--- src/hw/rtl/wrms_pkg.sv ---
// Shared types and constants of the windowed RMS meter.
// No dependencies; every other file imports this package.
package wrms_pkg;

  localparam int SAMPLE_W = 18;
  localparam int WLEN_W   = 13;
  localparam int OFFS_W   = 18;
  localparam int SUM_W    = 47;
  localparam int ADD_W    = 25;
  localparam int RMS_W    = 26;
  localparam int DIFF_W   = 20;
  localparam int MAG_W    = 19;
  localparam int PROD_W   = 2 * MAG_W;
  localparam int MEAN_W   = 64;
  localparam int ROOT_W   = 32;
  localparam int CFG_DW   = 64;
  localparam int CFG_AW   = 6;

  localparam int DEF_SAMPLE_BITS = 18;
  localparam int DEF_MAX_WINDOW  = 4096;
  localparam int DEF_FRAC_BITS   = 8;

  localparam logic [WLEN_W-1:0] WLEN_RESET = 13'd256;
  localparam logic [RMS_W-1:0]  RMS_MAX    = '1;

  typedef enum logic [2:0] {
    REG_MODE   = 3'd0,
    REG_WINDOW = 3'd1,
    REG_OFFSET = 3'd2,
    REG_GATE   = 3'd3,
    REG_ADD    = 3'd4
  } reg_idx_t;

  typedef struct packed {
    logic              mode;
    logic [WLEN_W-1:0] window_length;
    logic [OFFS_W-1:0] offset_counts;
    logic [SUM_W-1:0]  gate_threshold;
    logic [ADD_W-1:0]  post_root_add;
  } cfg_t;

  typedef struct packed {
    logic load;
    logic square;
    logic accum;
    logic div_init;
    logic div_step;
    logic root_init;
    logic root_step;
    logic emit;
  } dp_cmd_t;

  typedef struct packed {
    logic win_end;
    logic div_last;
    logic root_last;
    logic out_free;
  } dp_sts_t;

endpackage

--- src/hw/rtl/wrms_if.sv ---
// Valid/ready channels of the windowed RMS meter: sample in, result out.
// Depends on wrms_pkg.
interface wrms_in_if;
  import wrms_pkg::*;
  logic                valid;
  logic                ready;
  logic [SAMPLE_W-1:0] sample;
  modport source (output valid, output sample, input ready);
  modport sink   (input valid, input sample, output ready);
endinterface

interface wrms_out_if;
  import wrms_pkg::*;
  logic             valid;
  logic             ready;
  logic [RMS_W-1:0] rms_value;
  logic             gated;
  modport source (output valid, output rms_value, output gated, input ready);
  modport sink   (input valid, input rms_value, input gated, output ready);
endinterface

--- src/hw/rtl/windowed_rms_meter.sv ---
// Windowed true-RMS meter, top level. Depends on wrms_pkg, wrms_if and submodules.
// Samples are taken one at a time: offset/square, multiply and accumulate finish before the next is accepted.
// Window end: after the edge accepting the last sample, the divider and then the root run
//   before the edge loading the result register.
// A result waits in the output register; the next window end stalls until it is taken.
// Reset (rst_n low, synchronous) loads register defaults, clears state, sum, count, valid.
module windowed_rms_meter #(
  parameter int SAMPLE_BITS = wrms_pkg::DEF_SAMPLE_BITS,
  parameter int MAX_WINDOW  = wrms_pkg::DEF_MAX_WINDOW,
  parameter int FRAC_BITS   = wrms_pkg::DEF_FRAC_BITS
) (
  input  logic                         clk,
  input  logic                         rst_n,
  wrms_in_if.sink                      in_ch,
  wrms_out_if.source                   out_ch,
  input  logic                         cfg_psel,
  input  logic                         cfg_penable,
  input  logic                         cfg_pwrite,
  input  logic [wrms_pkg::CFG_AW-1:0]  cfg_paddr,
  input  logic [wrms_pkg::CFG_DW-1:0]  cfg_pwdata,
  output logic [wrms_pkg::CFG_DW-1:0]  cfg_prdata,
  output logic                         cfg_pready
);
  import wrms_pkg::*;

  cfg_t    cfg;
  dp_cmd_t cmd;
  dp_sts_t sts;
  logic    in_ready;
  logic    out_valid;
  logic    out_gated;
  logic [RMS_W-1:0] out_rms_value;

  assign in_ch.ready      = in_ready;
  assign out_ch.valid     = out_valid;
  assign out_ch.rms_value = out_rms_value;
  assign out_ch.gated     = out_gated;

  wrms_cfg u_cfg (
    .clk     (clk),
    .rst_n   (rst_n),
    .psel    (cfg_psel),
    .penable (cfg_penable),
    .pwrite  (cfg_pwrite),
    .paddr   (cfg_paddr),
    .pwdata  (cfg_pwdata),
    .prdata  (cfg_prdata),
    .pready  (cfg_pready),
    .cfg     (cfg)
  );

  wrms_ctrl u_ctrl (
    .clk      (clk),
    .rst_n    (rst_n),
    .in_valid (in_ch.valid),
    .in_ready (in_ready),
    .sts      (sts),
    .cmd      (cmd)
  );

  wrms_dp #(
    .SAMPLE_BITS (SAMPLE_BITS),
    .MAX_WINDOW  (MAX_WINDOW),
    .FRAC_BITS   (FRAC_BITS)
  ) u_dp (
    .clk           (clk),
    .rst_n         (rst_n),
    .cfg           (cfg),
    .cmd           (cmd),
    .sts           (sts),
    .in_sample     (in_ch.sample),
    .out_ready     (out_ch.ready),
    .out_valid     (out_valid),
    .out_rms_value (out_rms_value),
    .out_gated     (out_gated)
  );

endmodule

--- src/hw/rtl/wrms_cfg.sv ---
// APB register file of the windowed RMS meter, 64-bit data, registers at 8*index.
// Depends on wrms_pkg.
module wrms_cfg (
  input  logic                         clk,
  input  logic                         rst_n,
  input  logic                         psel,
  input  logic                         penable,
  input  logic                         pwrite,
  input  logic [wrms_pkg::CFG_AW-1:0]  paddr,
  input  logic [wrms_pkg::CFG_DW-1:0]  pwdata,
  output logic [wrms_pkg::CFG_DW-1:0]  prdata,
  output logic                         pready,
  output wrms_pkg::cfg_t               cfg
);
  import wrms_pkg::*;

  cfg_t     cfg_r, cfg_nxt;
  reg_idx_t idx;
  logic     wr_en;

  assign pready = 1'b1;
  assign wr_en  = psel && penable && pwrite;
  assign idx    = reg_idx_t'(paddr[CFG_AW-1:3]);
  assign cfg    = cfg_r;

  always_comb begin
    cfg_nxt = cfg_r;
    if (wr_en) begin
      unique case (idx)
        REG_MODE:   cfg_nxt.mode           = pwdata[0];
        REG_WINDOW: cfg_nxt.window_length  = pwdata[WLEN_W-1:0];
        REG_OFFSET: cfg_nxt.offset_counts  = pwdata[OFFS_W-1:0];
        REG_GATE:   cfg_nxt.gate_threshold = pwdata[SUM_W-1:0];
        REG_ADD:    cfg_nxt.post_root_add  = pwdata[ADD_W-1:0];
        default:    cfg_nxt = cfg_r;
      endcase
    end
  end

  always_comb begin
    unique case (idx)
      REG_MODE:   prdata = CFG_DW'(cfg_r.mode);
      REG_WINDOW: prdata = CFG_DW'(cfg_r.window_length);
      REG_OFFSET: prdata = CFG_DW'(cfg_r.offset_counts);
      REG_GATE:   prdata = CFG_DW'(cfg_r.gate_threshold);
      REG_ADD:    prdata = CFG_DW'(cfg_r.post_root_add);
      default:    prdata = '0;
    endcase
  end

  always_ff @(posedge clk) begin
    if (!rst_n) begin
      cfg_r.mode           <= 1'b0;
      cfg_r.window_length  <= WLEN_RESET;
      cfg_r.offset_counts  <= '0;
      cfg_r.gate_threshold <= '0;
      cfg_r.post_root_add  <= '0;
    end else begin
      cfg_r <= cfg_nxt;
    end
  end

endmodule

--- src/hw/rtl/wrms_ctrl.sv ---
// Sequencer of the windowed RMS meter: steps the datapath through
// square, accumulate, divide, root and result. Depends on wrms_pkg.
module wrms_ctrl (
  input  logic              clk,
  input  logic              rst_n,
  input  logic              in_valid,
  output logic              in_ready,
  input  wrms_pkg::dp_sts_t sts,
  output wrms_pkg::dp_cmd_t cmd
);
  import wrms_pkg::*;

  typedef enum logic [6:0] {
    S_IDLE  = 7'b0000001,
    S_SQR   = 7'b0000010,
    S_ACC   = 7'b0000100,
    S_DIV   = 7'b0001000,
    S_RLOAD = 7'b0010000,
    S_ROOT  = 7'b0100000,
    S_DONE  = 7'b1000000
  } state_t;

  state_t state_r, state_nxt;

  assign in_ready = (state_r == S_IDLE);

  always_comb begin
    state_nxt = state_r;
    cmd       = '0;
    unique case (state_r)
      S_IDLE: begin
        if (in_valid) begin
          cmd.load  = 1'b1;
          state_nxt = S_SQR;
        end
      end
      S_SQR: begin
        cmd.square = 1'b1;
        state_nxt  = S_ACC;
      end
      S_ACC: begin
        cmd.accum = 1'b1;
        if (sts.win_end) begin
          cmd.div_init = 1'b1;
          state_nxt    = S_DIV;
        end else begin
          state_nxt = S_IDLE;
        end
      end
      S_DIV: begin
        cmd.div_step = 1'b1;
        if (sts.div_last) state_nxt = S_RLOAD;
      end
      S_RLOAD: begin
        cmd.root_init = 1'b1;
        state_nxt     = S_ROOT;
      end
      S_ROOT: begin
        cmd.root_step = 1'b1;
        if (sts.root_last) state_nxt = S_DONE;
      end
      S_DONE: begin
        if (sts.out_free) begin
          cmd.emit  = 1'b1;
          state_nxt = S_IDLE;
        end
      end
      default: state_nxt = S_IDLE;
    endcase
  end

  always_ff @(posedge clk) begin
    if (!rst_n) state_r <= S_IDLE;
    else        state_r <= state_nxt;
  end

  a_acc_exit: assert property (@(posedge clk) disable iff (!rst_n)
    state_r == S_ACC |=> state_r == S_IDLE || state_r == S_DIV)
    else $error("accumulate step left to an unexpected state");
  a_emit_free: assert property (@(posedge clk) disable iff (!rst_n)
    cmd.emit |-> sts.out_free)
    else $error("result issued while output register busy");
  a_div_to_root: assert property (@(posedge clk) disable iff (!rst_n)
    state_r == S_DIV && sts.div_last |=> state_r == S_RLOAD)
    else $error("divide did not hand over to root");

endmodule

--- src/hw/rtl/wrms_dp.sv ---
// Datapath of the windowed RMS meter: offset, square, saturating sum,
// bit-serial divider, digit-by-digit root, output register. Depends on wrms_pkg.
module wrms_dp #(
  parameter int SAMPLE_BITS = wrms_pkg::DEF_SAMPLE_BITS,
  parameter int MAX_WINDOW  = wrms_pkg::DEF_MAX_WINDOW,
  parameter int FRAC_BITS   = wrms_pkg::DEF_FRAC_BITS
) (
  input  logic                          clk,
  input  logic                          rst_n,
  input  wrms_pkg::cfg_t                cfg,
  input  wrms_pkg::dp_cmd_t             cmd,
  output wrms_pkg::dp_sts_t             sts,
  input  logic [wrms_pkg::SAMPLE_W-1:0] in_sample,
  input  logic                          out_ready,
  output logic                          out_valid,
  output logic [wrms_pkg::RMS_W-1:0]    out_rms_value,
  output logic                          out_gated
);
  import wrms_pkg::*;

  localparam int WIN_W = $clog2(MAX_WINDOW + 1);
  localparam int DIV_W = SUM_W + 2 * FRAC_BITS;
  localparam int QX_W  = (DIV_W > MEAN_W) ? DIV_W : MEAN_W;
  localparam int IT_W  = $clog2(DIV_W);

  logic signed [SAMPLE_BITS-1:0] s_low;
  logic signed [DIFF_W-1:0]      x, offs, diff;
  logic [MAG_W-1:0]              mag_r, mag_nxt;
  logic [PROD_W-1:0]             prod_r, prod_nxt;
  logic [SUM_W:0]                sum_ext;
  logic [SUM_W-1:0]              sum_acc, sum_r, sum_nxt;
  logic [WLEN_W-1:0]             count_inc, count_r, count_nxt;
  logic [WIN_W-1:0]              win_eff;
  logic [DIV_W-1:0]              dq_r, dq_nxt;
  logic [WIN_W-1:0]              drem_r, drem_nxt;
  logic [WIN_W:0]                drem_sh, win_ext;
  logic                          q_bit;
  logic [QX_W-1:0]               qx;
  logic [MEAN_W-1:0]             mean;
  logic [MEAN_W-1:0]             rad_r, rad_nxt;
  logic [ROOT_W-1:0]             rrem_r, rrem_nxt, root_r, root_nxt;
  logic [ROOT_W+1:0]             rrem_sh, trial;
  logic                          r_bit;
  logic [IT_W-1:0]               iter_r, iter_nxt;
  logic                          gate_hit;
  logic [ROOT_W:0]               add_sum;
  logic [RMS_W-1:0]              rms_sat;
  logic                          out_valid_r, out_valid_nxt;
  logic [RMS_W-1:0]              out_rms_r, out_rms_nxt;
  logic                          out_gated_r, out_gated_nxt;

  // sample conditioning
  assign s_low   = in_sample[SAMPLE_BITS-1:0];
  assign x       = DIFF_W'(s_low);
  assign offs    = DIFF_W'($signed(cfg.offset_counts));
  assign diff    = cfg.mode ? x : x - offs;
  assign mag_nxt = diff[DIFF_W-1] ? MAG_W'(-diff) : MAG_W'(diff);

  assign sum_ext = {1'b0, sum_r} + (SUM_W + 1)'(prod_r);
  assign sum_acc = sum_ext[SUM_W] ? {SUM_W{1'b1}} : sum_ext[SUM_W-1:0];

  always_comb begin
    if (cfg.window_length == '0)
      win_eff = WIN_W'(1);
    else if (32'(cfg.window_length) > 32'(MAX_WINDOW))
      win_eff = WIN_W'(MAX_WINDOW);
    else
      win_eff = WIN_W'(cfg.window_length);
  end

  assign count_inc = count_r + 1'b1;

  // restoring divider, one quotient bit per cycle
  assign win_ext  = {1'b0, win_eff};
  assign drem_sh  = {drem_r, dq_r[DIV_W-1]};
  assign q_bit    = (drem_sh >= win_ext);
  assign qx       = QX_W'(dq_r);
  assign mean     = ((qx >> MEAN_W) != '0) ? {MEAN_W{1'b1}} : qx[MEAN_W-1:0];

  // square root, two radicand bits per cycle
  assign rrem_sh = {rrem_r, rad_r[MEAN_W-1 -: 2]};
  assign trial   = {root_r, 2'b01};
  assign r_bit   = (rrem_sh >= trial);

  assign gate_hit = cfg.mode && (sum_r <= cfg.gate_threshold);
  assign add_sum  = (ROOT_W + 1)'(root_r) +
                    (cfg.mode ? (ROOT_W + 1)'(cfg.post_root_add) : '0);
  assign rms_sat  = (add_sum > (ROOT_W + 1)'(RMS_MAX)) ? RMS_MAX : add_sum[RMS_W-1:0];

  assign sts.win_end   = (count_inc == '0) || (32'(count_inc) >= 32'(win_eff));
  assign sts.div_last  = (iter_r == IT_W'(DIV_W - 1));
  assign sts.root_last = (iter_r == IT_W'(ROOT_W - 1));
  assign sts.out_free  = !out_valid_r || out_ready;

  assign out_valid     = out_valid_r;
  assign out_rms_value = out_rms_r;
  assign out_gated     = out_gated_r;

  always_comb begin
    sum_nxt       = sum_r;
    count_nxt     = count_r;
    dq_nxt        = dq_r;
    drem_nxt      = drem_r;
    rad_nxt       = rad_r;
    rrem_nxt      = rrem_r;
    root_nxt      = root_r;
    iter_nxt      = iter_r;
    prod_nxt      = prod_r;
    out_rms_nxt   = out_rms_r;
    out_gated_nxt = out_gated_r;
    out_valid_nxt = out_ready ? 1'b0 : out_valid_r;
    if (cmd.square) prod_nxt = mag_r * mag_r;
    if (cmd.accum) begin
      sum_nxt   = sum_acc;
      count_nxt = count_inc;
    end
    if (cmd.div_init) begin
      dq_nxt   = DIV_W'(sum_acc) << (2 * FRAC_BITS);
      drem_nxt = '0;
      iter_nxt = '0;
    end
    if (cmd.div_step) begin
      dq_nxt   = {dq_r[DIV_W-2:0], q_bit};
      drem_nxt = q_bit ? WIN_W'(drem_sh - win_ext) : drem_sh[WIN_W-1:0];
      iter_nxt = iter_r + 1'b1;
    end
    if (cmd.root_init) begin
      rad_nxt  = mean;
      rrem_nxt = '0;
      root_nxt = '0;
      iter_nxt = '0;
    end
    if (cmd.root_step) begin
      rad_nxt  = rad_r << 2;
      rrem_nxt = r_bit ? ROOT_W'(rrem_sh - trial) : rrem_sh[ROOT_W-1:0];
      root_nxt = {root_r[ROOT_W-2:0], r_bit};
      iter_nxt = iter_r + 1'b1;
    end
    if (cmd.emit) begin
      sum_nxt       = '0;
      count_nxt     = '0;
      out_valid_nxt = 1'b1;
      out_rms_nxt   = gate_hit ? '0 : rms_sat;
      out_gated_nxt = gate_hit;
    end
  end

  always_ff @(posedge clk) begin
    if (!rst_n) begin
      sum_r       <= '0;
      count_r     <= '0;
      iter_r      <= '0;
      out_valid_r <= 1'b0;
    end else begin
      sum_r       <= sum_nxt;
      count_r     <= count_nxt;
      iter_r      <= iter_nxt;
      out_valid_r <= out_valid_nxt;
    end
  end

  always_ff @(posedge clk) begin
    if (cmd.load) mag_r <= mag_nxt;
    prod_r      <= prod_nxt;
    dq_r        <= dq_nxt;
    drem_r      <= drem_nxt;
    rad_r       <= rad_nxt;
    rrem_r      <= rrem_nxt;
    root_r      <= root_nxt;
    out_rms_r   <= out_rms_nxt;
    out_gated_r <= out_gated_nxt;
  end

  a_emit_clears: assert property (@(posedge clk) disable iff (!rst_n)
    cmd.emit |=> sum_r == '0 && count_r == '0)
    else $error("window state not cleared after result");
  a_gated_zero: assert property (@(posedge clk) disable iff (!rst_n)
    out_valid_r && out_gated_r |-> out_rms_r == '0)
    else $error("gated result carries a nonzero value");
  a_count_in_window: assert property (@(posedge clk) disable iff (!rst_n)
    cmd.accum && !sts.win_end |=> 32'(count_r) < 32'(win_eff))
    else $error("sample count passed window without closing it");

endmodule

--- src/flat_wrapper.sv ---
// flat-port wrapper written by rule: the top's interface ports become plain ports
module windowed_rms_meter_flat import wrms_pkg::*;
#(
  parameter int SAMPLE_BITS = wrms_pkg::DEF_SAMPLE_BITS,
  parameter int MAX_WINDOW  = wrms_pkg::DEF_MAX_WINDOW,
  parameter int FRAC_BITS   = wrms_pkg::DEF_FRAC_BITS
)
  (clk, rst_n, cfg_psel, cfg_penable, cfg_pwrite, cfg_paddr, cfg_pwdata, cfg_prdata, cfg_pready, in_ch_valid, in_ch_sample, in_ch_ready, out_ch_valid, out_ch_rms_value, out_ch_gated, out_ch_ready);
  wrms_in_if in_ch_i ();
  wrms_out_if out_ch_i ();
  input  logic clk;
  input  logic rst_n;
  input  logic cfg_psel;
  input  logic cfg_penable;
  input  logic cfg_pwrite;
  input  logic [wrms_pkg::CFG_AW-1:0] cfg_paddr;
  input  logic [wrms_pkg::CFG_DW-1:0] cfg_pwdata;
  output logic [wrms_pkg::CFG_DW-1:0] cfg_prdata;
  output logic cfg_pready;
  input wire logic [$bits(in_ch_i.valid)-1:0] in_ch_valid;
  input wire logic [$bits(in_ch_i.sample)-1:0] in_ch_sample;
  output wire logic [$bits(in_ch_i.ready)-1:0] in_ch_ready;
  output wire logic [$bits(out_ch_i.valid)-1:0] out_ch_valid;
  output wire logic [$bits(out_ch_i.rms_value)-1:0] out_ch_rms_value;
  output wire logic [$bits(out_ch_i.gated)-1:0] out_ch_gated;
  input wire logic [$bits(out_ch_i.ready)-1:0] out_ch_ready;
  assign in_ch_i.valid = in_ch_valid;
  assign in_ch_i.sample = in_ch_sample;
  assign in_ch_ready = in_ch_i.ready;
  assign out_ch_valid = out_ch_i.valid;
  assign out_ch_rms_value = out_ch_i.rms_value;
  assign out_ch_gated = out_ch_i.gated;
  assign out_ch_i.ready = out_ch_ready;
  windowed_rms_meter #(.SAMPLE_BITS(SAMPLE_BITS), .MAX_WINDOW(MAX_WINDOW), .FRAC_BITS(FRAC_BITS)) u_core (.clk(clk), .rst_n(rst_n), .in_ch(in_ch_i), .out_ch(out_ch_i), .cfg_psel(cfg_psel), .cfg_penable(cfg_penable), .cfg_pwrite(cfg_pwrite), .cfg_paddr(cfg_paddr), .cfg_pwdata(cfg_pwdata), .cfg_prdata(cfg_prdata), .cfg_pready(cfg_pready));
endmodule
--- config.mk ---
export PLATFORM = sky130hd
export DESIGN_NAME = windowed_rms_meter_flat
export DESIGN_NICKNAME = d
export VERILOG_FILES = /design/src/hw/rtl/wrms_pkg.sv /design/src/hw/rtl/wrms_if.sv /design/src/hw/rtl/windowed_rms_meter.sv /design/src/hw/rtl/wrms_cfg.sv /design/src/hw/rtl/wrms_ctrl.sv /design/src/hw/rtl/wrms_dp.sv /design/src/flat_wrapper.sv
export SDC_FILE = /design/constraint.sdc
export NUM_CORES = 2
export LEC_CHECK = 0
export BUFFER_PORTS_ARGS = -buffer_cell sky130_fd_sc_hd__buf_2
export CELL_PAD_IN_SITES_DETAIL_PLACEMENT = 1
export CELL_PAD_IN_SITES_GLOBAL_PLACEMENT = 1
export CORE_AREA = 8 8 385 199
export CTS_BUF_LIST = sky130_fd_sc_hd__clkbuf_8
export DETAILED_ROUTE_END_ITERATION = 10
export DIE_AREA = 0 0 393 207
export PLACE_DENSITY = 0.95
export SYNTH_ARGS = -nofsm -noshare
export SYNTH_HDL_FRONTEND = slang
export SYNTH_SLANG_ARGS = --single-unit
--- constraint.sdc ---
create_clock -name clk -period 21.1 [get_ports clk]
set_input_delay 3.165 -clock clk [delete_from_list [all_inputs] [get_ports clk]]
set_output_delay 3.165 -clock clk [all_outputs]
set_load 0.03 [all_outputs]
Yosys cells after proc, flatten, opt, wreduce, memory -nomap -nowiden
Index checks and enable logic that the tools add are counted.

Reductions and logical operators: 20. Equality and inequality tests: 17. Muxes and demuxes: 41. $lt $le $gt $ge: 6. Multiply operators: 1. Bitwise logic cells: 1. $add $sub $neg: 8.

Operator list (number): 47-bit one-hot mux with 5 select lines (1); 32-bit two-way mux (4); 64-bit two-way mux (2); 63-bit two-way mux (2); 13-bit two-way mux (5); 7-bit one-hot mux with 7 select lines (1); 47-bit by 38-bit adder with 48-bit output (1); 47-bit <= comparator (1); 47-bit two-way mux (1); 19-bit by 19-bit multiplier with 38-bit output (1); 34-bit >= comparator (1); 32-bit by 25-bit adder with 33-bit output (1); 33-bit by 26-bit greater-than comparator with 1-bit output, second input constant (1); 32-bit subtractor (1); 7-bit two-way mux (4); 13-bit logical NOT (2); 26-bit two-way mux (1); 25-bit two-way mux (1); 6-bit two-way mux (4); 20-bit two-way mux (1); 19-bit two-way mux (1); 19-bit negation (1); 18-bit by 18-bit subtractor with 19-bit output (1); 14-bit by 13-bit >= comparator with 1-bit output (1); 32 further kinds (54).

Logic and storage cells: 114. Output and inout bits: 94. Bits in registers: 466. Input bits: 95.

Logic depth before layout (Yosys ltp)
Word-level depth: 11. Depth in mapped cells: 25. Mapped depth without buffers: 24.

Cells and area by module
Synthesis repeated with hierarchy kept, for this count alone.

Cell total of the unflattened synthesis: 4126. Area total of the unflattened synthesis: 38535.7 um2.

By module, submodules not included: wrms_dp (times used 1, area each 33238.1 um2, seq. area each 9939.5 um2, cells an instance 3554); wrms_cfg (times used 1, area each 4802.1 um2, seq. area each 2082.0 um2, cells an instance 514); wrms_ctrl (times used 1, area each 495.5 um2, seq. area each 140.1 um2, cells an instance 58).

Least setup slack after synthesis
OpenSTA, ideal clock, no wires.

Kind: input-to-output. Start: input cfg_paddr[4] (netlist name). End: output cfg_prdata[22] (netlist name). Arrival: 4.988 ns. Stages: 6. Buffers on the path: 3. Required time: 17.935 ns. Slack: 12.947 ns. Cell sequence: clkbuf_1 nor2b_1 clkbuf_1 nand2_1 clkbuf_1 o21ai_0.

Cells in the longest elaborated chain, start to end: 2. Elaborated cells between the ends (all ways): 6. Those cells by class: 4 x eq/ne; 1 x mux; 1 x reduce/logical.

Ends and longest elaborated chain: start, declared (RTL line flat_wrapper.sv:16) `input logic [wrms_pkg::CFG_AW-1:0] cfg_paddr;`; 3-bit equality test (tied with other cells) (RTL line wrms_cfg.sv:41) `unique case (idx)`; 47-bit one-hot mux with 5 select lines * (RTL line wrms_cfg.sv:41); end, declared (RTL line flat_wrapper.sv:18) `output logic [wrms_pkg::CFG_DW-1:0] cfg_prdata;`.

Mark *: on every way between the ends. The rest lies on a longest branch, timed or not.

Worst setup path after layout
Start: register u_core.u_dp.mag_r[4]. End: register u_core.u_dp.prod_r[36] (data pin).

Cells in the longest elaborated chain, start to end: 1.

Ends and longest elaborated chain: start, declared (RTL line wrms_dp.sv:28) `logic [MAG_W-1:0] mag_r, mag_nxt;`; start signal, assigned (RTL line wrms_dp.sv:163) `if (cmd.load) mag_r <= mag_nxt;`; 19-bit by 19-bit multiplier with 38-bit output (RTL line wrms_dp.sv:112) `if (cmd.square) prod_nxt = mag_r * mag_r;`; end signal, assigned (RTL line wrms_dp.sv:164) `prod_r <= prod_nxt;`; end, declared (RTL line wrms_dp.sv:29) `logic [PROD_W-1:0] prod_r, prod_nxt;`.

No other way between the ends. A chain may end at the register's enable or synchronous reset.

==> results.toml <==
[place]
portBuffers = 150
gp_congestion = 0.976
post-dp-hpwl_um = 109000
dp_slack_ns = 12.85

[worst_setup_path]
crit_path_top_delay_cell = "edfxtp_1"
crit_path_end_kind = "flip-flop"
crit_family = "adder cells"
start_kind = "flip-flop"
crit_cells = 21
cp_num_buf_inv = 3
cp_max_fo = 19
cp_cell_sequence = "nand2_1, fa_1, fa_1, fa_1, fa_1, inv_1, fa_1, inv_1, fa_1, inv_1, ha_1, a2111oi_0, o21ai_0, o22ai_1, a311oi_1, o2111ai_1, nand3_1, o41ai_1, o21ai_1, a21oi_1, xnor2_1"
worst_path_most_repeated_cell = "fa_1"
rrSetupSlack_ns = 12.71
reg2reg_to = "u_core.u_dp.prod_r[36]"
arrival_ns = 8.82
startpoint = "u_core.u_dp.mag_r[4]"
max_stage_delay_ns = 1.18
cp.required_ns = 21.53
crit_type = "reg2reg"
reg2reg_depth = 21
crit_end = "u_core.u_dp.prod_r[36]"
worstReg2RegStart = "u_core.u_dp.mag_r[4]"

[synth]
synthFlopType = "edfxtp_1"
async_flop_share = 0
synth_top_area_cell = "edfxtp_1"
synth_top_area_share = 0.225
ys_seq_elements = 465
netlist_area_um2 = 38000
synth_area_leaders = "edfxtp_1 (23%), fa_1 (13%), ha_1 (10%)"
ys_warn_count = 0
yosysSeqAreaShare = 0.320
synth_edf_count = 285
synthTopCellsByCount = "inv_1 (519), nand2_1 (422), nor2_1 (317)"
synth_cells = 4101
yosysUniqueCellTypes = 98
syn_avg_cell_area_um2 = 9.27
yosysMostFrequentCell = "inv_1"

[clock_tree]
path_clk_slew_ns = 0.07
cts_buffer_depth = 3
cts_buffers = 68
cts_sinks = 465
clk_latency_ns = 0.71
cts_setup_buffers = 0
cts_tree = "done"
root_buffer = "clkbuf_8"
htreeDepth = 3
holdBufCountCts = 0
ctsResizeCount = 0

[finish]
final_layout_size_suffix_gt1_frac = 0.0817
multi_input_comb_area_um2 = 23200
fillers = 8239
area_growth_pct = 7.79
seqCellArea_um2 = 12200
num-nets-final = 4842

[global_routing]
overflow = 0
grt_max_degree = 94
antenna_found_initial = 16
grt_pass1_wl_um = 220000
grt_pass1_vias = 35400
track_usage = 0.348

[timing]
hold_viol = 0
fin_ws_ns = 12.71
fmax_mhz = 119
setup_violations = 0
finClkSkew_ns = 0.0368
tightest_slew_ns = 1.39
rsz0062_at_grt = "false"
tns_ns = 0
slew_headroom = 0.0724
period_share = 0.397
finalMaxSlewViolations = 0
min_period_ns = 8.39

[detailed_routing]
drt-total-wl_um = 145000
drt-initial-drc-count = 4544
vias = 33700
antenna_left = 0
via_per_inst = 6.46
remaining_drc_errors = 0
wl_per_cell_um = 27.9
drt_pass1_iterations = 8

[floorplan]
core.rowCount = 70
dieArea_um2 = 81400
coreArea_um2 = 71600
die_w_um = 393
initial_utilization = 0.531
die_h_um = 207
io_pins = 189

[run]
cap_violations = 0

[status]
run_status = "finished clean"

[min_path]
hold_path.class = "reg2reg"
cell usage in the layout, fill, tap and decap left out, drive strengths merged, types with 74 or more instances in the layout:
master,Yosys,layout
a21boi,99,99
a21oi,241,241
buf,45,192
a21o,94,94
inv,519,545
ha,314,314
edfxtp,285,285
fa,253,253
nor2,318,318
xnor2,115,115
o21ai,112,112
nand2,422,422
xor2,74,74
clkbuf,154,80
and2,121,121
dfxtp,180,180
kinds of logic (layout without fill, tap and decap cells):
kind of cell    after synthesis  in the layout  synth area share
compound gates              918            918             0.164
xor+xnor                    189            189            0.0435
fa+ha+maj                   567            567             0.236
buf+inv                     718            837            0.0736
flops                       465            465             0.320
mux                          66             66            0.0178
other cells                   2             28          0.000197
simple gates               1176           1176             0.145
worst min-delay path by stage:
stage / endpoint / slack (ns) / depth (start not counted) / startpoint
5_1_grt: u_core.u_cfg.cfg[62] / 0.50 / 2 / u_core.u_cfg.cfg[62]
2_1_floorplan: u_core.u_cfg.cfg[38] / 0.44 / 2 / u_core.u_cfg.cfg[38]
3_5_place_dp: u_core.u_cfg.cfg[49] / 0.46 / 2 / u_core.u_cfg.cfg[49]
3_3_place_gp: u_core.u_cfg.cfg[68] / 0.45 / 2 / u_core.u_cfg.cfg[68]
6_report: u_core.u_cfg.cfg[62] / 0.47 / 2 / u_core.u_cfg.cfg[62]
4_1_cts: u_core.u_cfg.cfg[62] / 0.47 / 2 / u_core.u_cfg.cfg[62]
registers in the layout, summed over array words and instances, names as in the netlist, 7 cells and up:
| name | count |
|---|---|
| u_core.u_cfg.cfg | 104 |
| u_core.u_ctrl.state_r | 7 |
| u_core.u_dp.count_r | 13 |
| u_core.u_dp.dq_r | 63 |
| u_core.u_dp.drem_r | 13 |
| u_core.u_dp.mag_r | 19 |
| u_core.u_dp.out_rms_value | 26 |
| u_core.u_dp.prod_r | 37 |
| u_core.u_dp.rad_r | 64 |
| u_core.u_dp.root_r | 32 |
| u_core.u_dp.rrem_r | 32 |
| u_core.u_dp.sum_r | 47 |
worst min-delay path: stages, from the launching register on:
cell	delay, ns
dfxtp_1	0.31
nand2_1	0.05
a21boi_0	0.07
routing by layer:
metal / global-route usage / vias to the layer above / wire length, µm
li1: - / 14200 / -
met1: 0.487 / 17000 / 60100
met2: 0.501 / 2233 / 61200
met3: 0.116 / 381 / 18800
met4: 0.122 / 10 / 5250
met5: 0 / - / 68
cell type report:
type	count	share of cell area
multi-input combinational	2934	0.566
sequential	465	0.297
clock inverter	46	0.00650
timing repair buffer	192	0.0260
tap	972	0.0297
clock buffer	80	0.0269
antenna	10	0.000610
inverter	519	0.0475
per-stage QoR:
step,util,cell area [µm²],std cells,hold WS (ns)
6_report,0.572,41000,5218,0.472
5_1_grt,0.572,41000,5214,0.495
4_1_cts,0.572,41000,5208,0.471
3_5_place_dp,0.553,39600,5082,0.463
3_3_place_gp,0.553,39600,5082,0.451
2_1_floorplan,-,38100,4117,0.443
Power is not shown: default switching activity piles up to over one toggle a cycle in this logic, so the estimate is an artifact.
